**src/sv/ilst_pkg.sv**
```systemverilog
// ----------------------------------------------------------------------------
// ilst_pkg
// Shared widths, operation and status codes, and the command and status
// structures that join the list engine controller and datapath.
// ----------------------------------------------------------------------------
package ilst_pkg;

	localparam int CAPACITY_DEF = 32;

	localparam int OP_W  = 3;
	localparam int POS_W = 6;
	localparam int VAL_W = 32;
	localparam int ST_W  = 2;
	localparam int CNT_W = 6;

	localparam logic [OP_W-1:0] OP_APPEND = 3'd0;
	localparam logic [OP_W-1:0] OP_POP    = 3'd1;
	localparam logic [OP_W-1:0] OP_INSERT = 3'd2;
	localparam logic [OP_W-1:0] OP_REMOVE = 3'd3;
	localparam logic [OP_W-1:0] OP_READ   = 3'd4;
	localparam logic [OP_W-1:0] OP_WRITE  = 3'd5;

	localparam logic [ST_W-1:0] ST_OK    = 2'd0;
	localparam logic [ST_W-1:0] ST_RANGE = 2'd1;
	localparam logic [ST_W-1:0] ST_FULL  = 2'd2;
	localparam logic [ST_W-1:0] ST_EMPTY = 2'd3;

	// Commands from the controller to the datapath.
	typedef struct packed {
		logic load;      // capture the request fields
		logic init_ptr;  // start the shift pointer
		logic shift_rd;  // read the neighbor of the pointer
		logic shift_wr;  // write the read data at the pointer and step it
		logic read_pos;  // read the slot at the requested position
		logic finish;    // commit the request and present its result
	} cmd_t;

	// Status from the datapath to the controller.
	typedef struct packed {
		logic [OP_W-1:0] op;
		logic            ok;    // the request passes all its checks
		logic            more;  // another shift step is needed
	} sts_t;

endpackage

```
**src/sv/ilst_ram.sv**
```systemverilog
// ----------------------------------------------------------------------------
// ilst_ram
// Generic simple dual-port RAM: one write port, one read port with
// registered read data.
// ----------------------------------------------------------------------------
module ilst_ram #(
	parameter int WIDTH = 32,
	parameter int DEPTH = 32
) (
	input  logic                     clk,
	input  logic                     we,
	input  logic [$clog2(DEPTH)-1:0] waddr,
	input  logic [WIDTH-1:0]         wdata,
	input  logic                     re,
	input  logic [$clog2(DEPTH)-1:0] raddr,
	output logic [WIDTH-1:0]         rdata
);

	logic [WIDTH-1:0] mem_q [DEPTH];
	logic [WIDTH-1:0] rdata_q;

	always_ff @(posedge clk) begin
		if (we) begin
			mem_q[waddr] <= wdata;
		end
		if (re) begin
			rdata_q <= mem_q[raddr];
		end
	end

	assign rdata = rdata_q;

endmodule

```
**src/sv/ilst_ctrl.sv**
```systemverilog
// ----------------------------------------------------------------------------
// ilst_ctrl
// Sequencer of the list engine: decodes a captured request and steps the
// datapath through slot shifts, reads and the final commit.
// ----------------------------------------------------------------------------
module ilst_ctrl (
	input  logic          clk,
	input  logic          arst_n,
	input  logic          start,
	input  ilst_pkg::sts_t sts,
	output ilst_pkg::cmd_t cmd,
	output logic          busy
);

	typedef enum logic [4:0] {
		S_IDLE     = 5'b00001,
		S_DECODE   = 5'b00010,
		S_SHIFT_RD = 5'b00100,
		S_SHIFT_WR = 5'b01000,
		S_RD_WAIT  = 5'b10000
	} state_t;

	state_t state_q;
	state_t state_d;

	always_comb begin
		state_d = state_q;
		cmd     = '0;
		unique case (state_q)
			S_IDLE: begin
				if (start) begin
					cmd.load = 1'b1;
					state_d  = S_DECODE;
				end
			end
			S_DECODE: begin
				if (sts.ok && sts.op == ilst_pkg::OP_READ) begin
					cmd.read_pos = 1'b1;
					state_d      = S_RD_WAIT;
				end else if (sts.ok && (sts.op == ilst_pkg::OP_INSERT ||
						sts.op == ilst_pkg::OP_REMOVE)) begin
					cmd.init_ptr = 1'b1;
					state_d      = S_SHIFT_RD;
				end else begin
					cmd.finish = 1'b1;
					state_d    = S_IDLE;
				end
			end
			S_SHIFT_RD: begin
				if (sts.more) begin
					cmd.shift_rd = 1'b1;
					state_d      = S_SHIFT_WR;
				end else begin
					cmd.finish = 1'b1;
					state_d    = S_IDLE;
				end
			end
			S_SHIFT_WR: begin
				cmd.shift_wr = 1'b1;
				state_d      = S_SHIFT_RD;
			end
			S_RD_WAIT: begin
				cmd.finish = 1'b1;
				state_d    = S_IDLE;
			end
			default: begin
				state_d = S_IDLE;
			end
		endcase
	end

	always_ff @(posedge clk or negedge arst_n) begin
		if (!arst_n) begin
			state_q <= S_IDLE;
		end else begin
			state_q <= state_d;
		end
	end

	assign busy = (state_q != S_IDLE);

endmodule

```
**src/sv/ilst_dp.sv**
```systemverilog
// ----------------------------------------------------------------------------
// ilst_dp
// Datapath of the list engine: request registers, live count, shift pointer,
// request checks, slot store and result registers.
// ----------------------------------------------------------------------------
module ilst_dp #(
	parameter int CAPACITY = ilst_pkg::CAPACITY_DEF
) (
	input  logic                              clk,
	input  logic                              arst_n,
	input  logic [ilst_pkg::OP_W-1:0]         opcode,
	input  logic [ilst_pkg::POS_W-1:0]        position,
	input  logic signed [ilst_pkg::VAL_W-1:0] value,
	input  ilst_pkg::cmd_t                    cmd,
	output ilst_pkg::sts_t                    sts,
	output logic                              done,
	output logic signed [ilst_pkg::VAL_W-1:0] read_value,
	output logic [ilst_pkg::ST_W-1:0]         status,
	output logic [ilst_pkg::CNT_W-1:0]        count
);

	localparam int CW   = $clog2(CAPACITY + 1);
	localparam int AW   = $clog2(CAPACITY);
	localparam int CMPW = (CW > ilst_pkg::POS_W) ? CW : ilst_pkg::POS_W;

	logic [ilst_pkg::OP_W-1:0]  op_q;
	logic [ilst_pkg::POS_W-1:0] pos_q;
	logic [ilst_pkg::VAL_W-1:0] val_q;
	logic [CW-1:0]              count_q;
	logic [CMPW-1:0]            ptr_q;
	logic                       done_q;
	logic [ilst_pkg::ST_W-1:0]  status_q;
	logic [ilst_pkg::VAL_W-1:0] rv_q;

	logic [CMPW-1:0]            pos_x;
	logic [CMPW-1:0]            cnt_x;
	logic [CMPW-1:0]            ptr_m1;
	logic [CMPW-1:0]            ptr_p1;
	logic [CMPW-1:0]            ptr_nb;
	logic                       full;
	logic                       is_ins;
	logic [ilst_pkg::ST_W-1:0]  st;

	logic                       ram_we;
	logic [AW-1:0]              ram_waddr;
	logic [ilst_pkg::VAL_W-1:0] ram_wdata;
	logic                       ram_re;
	logic [AW-1:0]              ram_raddr;
	logic [ilst_pkg::VAL_W-1:0] ram_rdata;

	assign pos_x  = CMPW'(pos_q);
	assign cnt_x  = CMPW'(count_q);
	assign full   = (count_q == CW'(CAPACITY));
	assign is_ins = (op_q == ilst_pkg::OP_INSERT);
	assign ptr_m1 = ptr_q - CMPW'(1);
	assign ptr_p1 = ptr_q + CMPW'(1);
	// An insert moves entries up, so it reads below the pointer; a remove
	// moves them down and reads above it.
	assign ptr_nb = is_ins ? ptr_m1 : ptr_p1;

	always_comb begin
		st = ilst_pkg::ST_OK;
		unique case (op_q)
			ilst_pkg::OP_APPEND: begin
				if (full) begin
					st = ilst_pkg::ST_FULL;
				end
			end
			ilst_pkg::OP_POP: begin
				if (count_q == '0) begin
					st = ilst_pkg::ST_EMPTY;
				end
			end
			ilst_pkg::OP_INSERT: begin
				if (pos_x > cnt_x) begin
					st = ilst_pkg::ST_RANGE;
				end else if (full) begin
					st = ilst_pkg::ST_FULL;
				end
			end
			ilst_pkg::OP_REMOVE, ilst_pkg::OP_READ, ilst_pkg::OP_WRITE: begin
				if (pos_x >= cnt_x) begin
					st = ilst_pkg::ST_RANGE;
				end
			end
			default: begin
				st = ilst_pkg::ST_OK;
			end
		endcase
	end

	assign sts.op   = op_q;
	assign sts.ok   = (st == ilst_pkg::ST_OK);
	assign sts.more = is_ins ? (ptr_q > pos_x) : (ptr_p1 < cnt_x);

	assign ram_re    = cmd.read_pos | cmd.shift_rd;
	assign ram_raddr = cmd.read_pos ? pos_x[AW-1:0] : ptr_nb[AW-1:0];

	always_comb begin
		ram_we    = 1'b0;
		ram_waddr = pos_x[AW-1:0];
		ram_wdata = val_q;
		if (cmd.shift_wr) begin
			ram_we    = 1'b1;
			ram_waddr = ptr_q[AW-1:0];
			ram_wdata = ram_rdata;
		end else if (cmd.finish && sts.ok) begin
			if (op_q == ilst_pkg::OP_APPEND) begin
				ram_we    = 1'b1;
				ram_waddr = cnt_x[AW-1:0];
			end else if (op_q == ilst_pkg::OP_INSERT || op_q == ilst_pkg::OP_WRITE) begin
				ram_we = 1'b1;
			end
		end
	end

	ilst_ram #(
		.WIDTH(ilst_pkg::VAL_W),
		.DEPTH(CAPACITY)
	) u_slots (
		.clk  (clk),
		.we   (ram_we),
		.waddr(ram_waddr),
		.wdata(ram_wdata),
		.re   (ram_re),
		.raddr(ram_raddr),
		.rdata(ram_rdata)
	);

	// Control state.
	always_ff @(posedge clk or negedge arst_n) begin
		if (!arst_n) begin
			count_q <= '0;
			done_q  <= 1'b0;
		end else begin
			done_q <= cmd.finish;
			if (cmd.finish && sts.ok) begin
				if (op_q == ilst_pkg::OP_APPEND || op_q == ilst_pkg::OP_INSERT) begin
					count_q <= count_q + CW'(1);
				end else if (op_q == ilst_pkg::OP_POP || op_q == ilst_pkg::OP_REMOVE) begin
					count_q <= count_q - CW'(1);
				end
			end
		end
	end

	// Payload registers.
	always_ff @(posedge clk) begin
		if (cmd.load) begin
			op_q  <= opcode;
			pos_q <= position;
			val_q <= value;
		end
		if (cmd.init_ptr) begin
			ptr_q <= is_ins ? cnt_x : pos_x;
		end else if (cmd.shift_wr) begin
			ptr_q <= ptr_nb;
		end
		if (cmd.finish) begin
			status_q <= st;
			if (op_q == ilst_pkg::OP_READ) begin
				rv_q <= sts.ok ? ram_rdata : {ilst_pkg::VAL_W{1'b1}};
			end else begin
				rv_q <= '0;
			end
		end
	end

	assign done       = done_q;
	assign status     = status_q;
	assign read_value = rv_q;
	assign count      = cnt_x[ilst_pkg::CNT_W-1:0];

endmodule

```
**src/sv/indexed_list_engine.sv**
```systemverilog
// ----------------------------------------------------------------------------
// indexed_list_engine
// Bounded ordered list of signed 32-bit values with append, pop, insert,
// remove, read and overwrite by position.
// ----------------------------------------------------------------------------
// A request is taken as one beat at a rising edge where start is high and
// busy is low; its single result beat appears on read_value, status and count
// for exactly one cycle while done is high, and the receiver must take it
// then, since nothing can hold it off. Append, pop, overwrite and every
// request that fails its checks go from the decode state straight to the
// commit, and busy drops in the same cycle that done rises, so a new
// request can be accepted while the previous result is on the ports. A
// read waits in an extra state because the slot store has a registered
// read port. Insert and remove shift the later entries one slot at a
// time through that same store, one read and one write per step, in m
// steps, where m is count minus position for an insert and count minus
// position minus one for a remove; a full-length shift on a list of
// CAPACITY entries is the slowest case. The count port always shows
// the live count (low six bits), and during the done cycle it is the count
// after that request. Status codes: ok, position out of range, store full,
// list empty. A failed read returns -1; read_value is 0 for all other
// operations. Opcodes six and seven are accepted, change nothing and report
// ok. The slot store needs no clearing after reset, because only slots below
// the count are ever read and each of those has been written.
// ----------------------------------------------------------------------------
module indexed_list_engine #(
	parameter int CAPACITY = ilst_pkg::CAPACITY_DEF
) (
	input  logic                              clk,
	input  logic                              arst_n,
	input  logic                              start,
	output logic                              busy,
	input  logic [ilst_pkg::OP_W-1:0]         opcode,
	input  logic [ilst_pkg::POS_W-1:0]        position,
	input  logic signed [ilst_pkg::VAL_W-1:0] value,
	output logic                              done,
	output logic signed [ilst_pkg::VAL_W-1:0] read_value,
	output logic [ilst_pkg::ST_W-1:0]         status,
	output logic [ilst_pkg::CNT_W-1:0]        count
);

	// The controller and the datapath talk only through these two bundles.
	ilst_pkg::cmd_t cmd;
	ilst_pkg::sts_t sts;

	// The controller sequences each request: decode, optional shift loop or
	// store read, and one commit step that updates the count and the result.
	ilst_ctrl u_ctrl (
		.clk   (clk),
		.arst_n(arst_n),
		.start (start),
		.sts   (sts),
		.cmd   (cmd),
		.busy  (busy)
	);

	// The datapath holds the captured request, the count, the shift pointer,
	// the slot store and the registered result.
	ilst_dp #(
		.CAPACITY(CAPACITY)
	) u_dp (
		.clk       (clk),
		.arst_n    (arst_n),
		.opcode    (opcode),
		.position  (position),
		.value     (value),
		.cmd       (cmd),
		.sts       (sts),
		.done      (done),
		.read_value(read_value),
		.status    (status),
		.count     (count)
	);

endmodule

```
**config.mk**
```make
export PLATFORM = sky130hd
export DESIGN_NAME = indexed_list_engine
export DESIGN_NICKNAME = d
export VERILOG_FILES = /design/src/sv/ilst_pkg.sv /design/src/sv/ilst_ram.sv /design/src/sv/ilst_ctrl.sv /design/src/sv/ilst_dp.sv /design/src/sv/indexed_list_engine.sv
export SDC_FILE = /design/constraint.sdc
export NUM_CORES = 2
export LEC_CHECK = 0
export ABC_CLOCK_PERIOD_IN_PS = 10090
export BUFFER_PORTS_ARGS = -buffer_cell sky130_fd_sc_hd__buf_2
export CAP_MARGIN = 20
export CORE_UTILIZATION = 45
export CTS_BUF_LIST = sky130_fd_sc_hd__clkbuf_8
export CTS_CLUSTER_SIZE = 20
export DETAILED_ROUTE_END_ITERATION = 8
export PLACE_DENSITY = 0.64
export SLEW_MARGIN = 20
export SYNTH_ARGS = -nofsm -noshare
export SYNTH_HDL_FRONTEND = slang
export SYNTH_SLANG_ARGS = --single-unit
```
**constraint.sdc**
```tcl
create_clock -name clk -period 10.09 [get_ports clk]
set_input_delay 0.5045 -clock clk [delete_from_list [all_inputs] [get_ports clk]]
set_output_delay 0.5045 -clock clk [all_outputs]
set_load 0.05 [all_outputs]
```
==> impl_metrics.py <==
metrics = {
    "outcome": {
        "status": "completed",
    },
    "worst_hold_path": {
        "min_path_type": "in -> async",
    },
    "job": {
        "drv_cap": 0,
    },
    "floorplan": {
        "die_x_um": 323.0,
        "io_pins": 86,
        "core_area_um2": 102000,
        "start_util_pct": 45.46,
        "dieArea_um2": 104400,
        "die_h_um": 323.0,
        "rows": 117,
    },
    "clock_tree": {
        "clk_path_buf_depth": 3,
        "cts-root-buf": "clkbuf_8",
        "cts_tree": "done",
        "post_cts_resized": 0,
        "htreeDepth": 4,
        "path_clk_slew_ps": 60,
        "cts_buffers": 179,
        "clock_sinks": 1149,
        "clk_latency_ps": 830,
    },
    "routing": {
        "wire_per_inst_um": 25.65,
        "route.met2.wl_mm": 60.90,
        "num_vias": 27830,
        "drt-total-wl_mm": 125.1,
        "viasPerCell": 5.707,
        "dr_wl_met3_mm": 9.803,
        "drtIter0Drc": 3514,
        "dr.pass1.iters": 6,
        "ant_nets": 0,
        "top_layer": "met4",
        "wl_met1_mm": 51.35,
        "drc": 0,
    },
    "setup_path": {
        "arrival_ps": 5500,
        "r2r_slack_ps": 5130,
        "end_kind": "register",
        "worstPathMaxFanout": 129,
        "cp-start-kind": "register",
        "rr_worst_depth": 12,
        "critPathKind": "reg -> reg",
        "timing.critical_path.mode_cell": "mux2i_1",
        "cpLargestDelayFamily": "buffers and inverters",
        "crit_chain": "inv_1 > ha_1 > nand4_1 > o211ai_4 > inv_2 > o21ai_4 > buf_12 > buf_4 > mux2i_1 > mux2i_1 > o32ai_1 > a211oi_2",
        "crit_buf_inv": 4,
        "rr_startpoint": "u_dp.count[4]$_DFFE_PN0P_",
        "max_stage_delay_ps": 740,
        "r2r-end": "u_dp.u_slots.rdata[18]$_DFFE_PP_",
        "crit_required_ps": 10640,
        "crit_slowest_cell": "buf_4",
    },
    "logic_synthesis": {
        "synthDistinctLibCells": 75,
        "ys_ff_latch": 1149,
        "synth_fa_ha_area_share_pct": 0.6636,
        "synth_xor_area_share_pct": 0.3021,
        "yosysSeqAreaShare_pct": 74.26,
        "async_reset_ff_share_pct": 1.044,
        "synthSimpleGateAreaFrac_pct": 9.542,
        "syn_inst": 3181,
        "syn_area_per_cell_um2": 14.58,
        "synth_enable_flop_cells": 1137,
        "synth-compound-area-share_pct": 6.445,
        "syn_nets": 3249,
        "synth_top_family_by_area": "simple AND/OR/NAND/NOR gates",
        "synth_ff_type": "edfxtp_1",
        "synth-warning-count": 0,
        "muxShareOfSynthArea_pct": 6.509,
        "syn_area_um2": 46380,
    },
    "global_routing": {
        "grt_max_degree": 153,
        "grt_pass1_wl_mm": 182.4,
        "track_usage_pct": 24.11,
        "overflow": 0,
        "grt_pass1_vias": 27280,
        "grt_antenna_before_repair": 1,
    },
    "final_layout": {
        "area_growth_pct": 12.30,
        "layout_commonest_cell": "edfxtp_1",
        "nNetsFinal": 3444,
        "drive_gt1_share_pct": 13.54,
        "layout_common_cells": "1137 x edfxtp_1, 749 x nand2_1, 289 x mux2i_1",
    },
    "sta": {
        "timing.setup.tns_ps": 0,
        "min_period_ps": 4959,
        "skew_ps": 30.27,
        "worstMarginPinSlew_ps": 1196,
        "period_share_pct": 49.14,
        "drv_slew": 0,
        "hold_viol": 0,
        "setup_viol": 0,
        "whs_ps": 120.5,
        "fmax_ghz": 0.2017,
        "relSlewSlack_pct": 20.27,
        "rsz0062_at_grt": "false",
    },
    "place": {
        "place.gp.congestion": 0.8740,
        "dpl.hpwl_mm": 64.65,
        "io_buffers": 85,
    },
    "power_and_ir_drop": {
        "p_int_uw": 7819,
        "netSwitchingFraction_pct": 28.68,
        "p_per_area_nw_per_um2": 210.5,
        "p_seq_share_pct": 51.3,
        "combPwrFrac_pct": 16.5,
        "p_leak_uw": 0.01816,
        "ir_drop_uv": 126.0,
        "pwr-share-clk_pct": 32.1,
        "power.switching_uw": 3144,
    },
}
==> flip-flops by register name, summed over array words and instances, names as in the netlist, 3 cells and up <==
signal and cells:
u_dp.count 6, u_dp.op_q 3, u_ctrl.state_q 5, u_dp.u_slots.mem_q 1024, u_dp.read_value 32, u_dp.u_slots.rdata 32
u_dp.ptr_q 6, u_dp.pos_q 6, u_dp.val_q 32
==> kinds of logic (layout without fill, tap and decap cells) <==
logic type	count (synthesis)	count (layout)
other	0	1
DFF	1149	1149
adders and majority gates	24	24
buffers and inverters	213	539
AOI/OAI and AO/OA	410	410
and+or+nand+nor	1072	1072
muxes	297	297
xor gates and xnor gates	16	16
==> per-stage QoR <==
stage	util, %	setup WS, ps	power (µW)	cell area [µm²]	cells
3_3_place_gp	47.50	5300	7485	48460	4519
4_1_cts	51.01	5206	11010	52050	4874
6_report	51.05	5131	10960	52090	4876
3_5_place_dp	47.50	5208	7507	48460	4519
5_1_grt	51.05	4806	11380	52090	4876
2_1_floorplan	-	3499	6940	46380	3181
==> per-layer routing <==
| metal | up-vias | track usage (%) |
|---|---|---|
| met5 | - | 0 |
| met2 | 1244 | 39.99 |
| li1 | 12400 | - |
| met1 | 13980 | 32.37 |
| met4 | 0 | 7.414 |
| met3 | 206 | 4.251 |
==> cell usage after synthesis (4+ instances only) <==
library cell	instances	area, µm²
a32oi_1	65	569.3
inv_1	20	75.07
nand3_1	163	815.8
buf_2	96	480.5
buf_4	29	217.7
a211oi_2	30	375.4
ha_1	23	287.8
nor2b_1	5	31.28
nor4_1	17	106.4
nand2_1	753	2826
mux2i_1	290	2903
nand2b_1	6	37.54
a21oi_1	152	760.7
dfrtp_1	11	275.3
o21a_1	6	45.04
a31oi_1	31	193.9
nor2_1	83	311.6
o21ai_0	12	60.06
a21o_1	6	45.04
xor2_1	4	35.03
xnor2_1	12	105.1
nor3_1	20	100.1
o32ai_1	64	560.5
clkbuf_1	54	202.7
buf_1	9	33.78
edfxtp_1	1137	34140
a211oi_1	5	37.54
or2_2	4	25.02
==> worst max-delay path by stage <==
stage | startpoint | to | slack [ps] | cells after the start
final | u_dp.count[4]$_DFFE_PN0P_ | u_dp.u_slots.rdata[18]$_DFFE_PP_ | 5130 | 12
after global routing | u_dp.count[4]$_DFFE_PN0P_ | u_dp.u_slots.rdata[18]$_DFFE_PP_ | 4810 | 12
after CTS | u_dp.count[4]$_DFFE_PN0P_ | u_dp.u_slots.rdata[18]$_DFFE_PP_ | 5210 | 12
after detailed placement | u_dp.count[4]$_DFFE_PN0P_ | u_dp.u_slots.rdata[18]$_DFFE_PP_ | 5210 | 12
after global placement | u_dp.count[4]$_DFFE_PN0P_ | u_dp.u_slots.rdata[12]$_DFFE_PP_ | 5300 | 10
after floorplan | u_dp.count[5]$_DFFE_PN0P_ | u_dp.u_slots.mem_q[12][0]$_DFFE_PP_ | 3500 | 11
==> area by class of cell <==
class | count | area, µm²
Fill cell | 8520 | 49950
Sequential cell | 1149 | 34440
Multi-Input combinational cell | 1819 | 11180
Clock buffer | 180 | 2477
Tap cell | 1368 | 1712
Timing Repair Buffer | 206 | 1511
Clock inverter | 132 | 679.4
Inverter | 21 | 78.83
Antenna cell | 1 | 2.502
==> what timing repair did <==
item / CTS / global route
endpoints found under the hold margin: 54 / 0
hold buffers: 43 / 0
setup buffers: 0 / 0
==> worst register-to-register path, stage by stage (launching register included) <==
cell and delay [ps]:
dfrtp_1 520, inv_1 140, ha_1 320, nand4_1 290, o211ai_4 620, inv_2 160
o21ai_4 320, buf_12 630, buf_4 920, mux2i_1 290, mux2i_1 90, o32ai_1 300
a211oi_2 90
==> power by group through the flow <==
stage / clock (µW) / sequential [µW] / combinational, µW
4_1_cts: 3580 / 5630 / 1800
3_3_place_gp: 0 / 5720 / 1760
5_1_grt: 3800 / 5640 / 1950
3_5_place_dp: 0 / 5730 / 1780
2_1_floorplan: 0 / 5800 / 1140
6_report: 3520 / 5630 / 1810
Power figures use the tool's default switching activity.
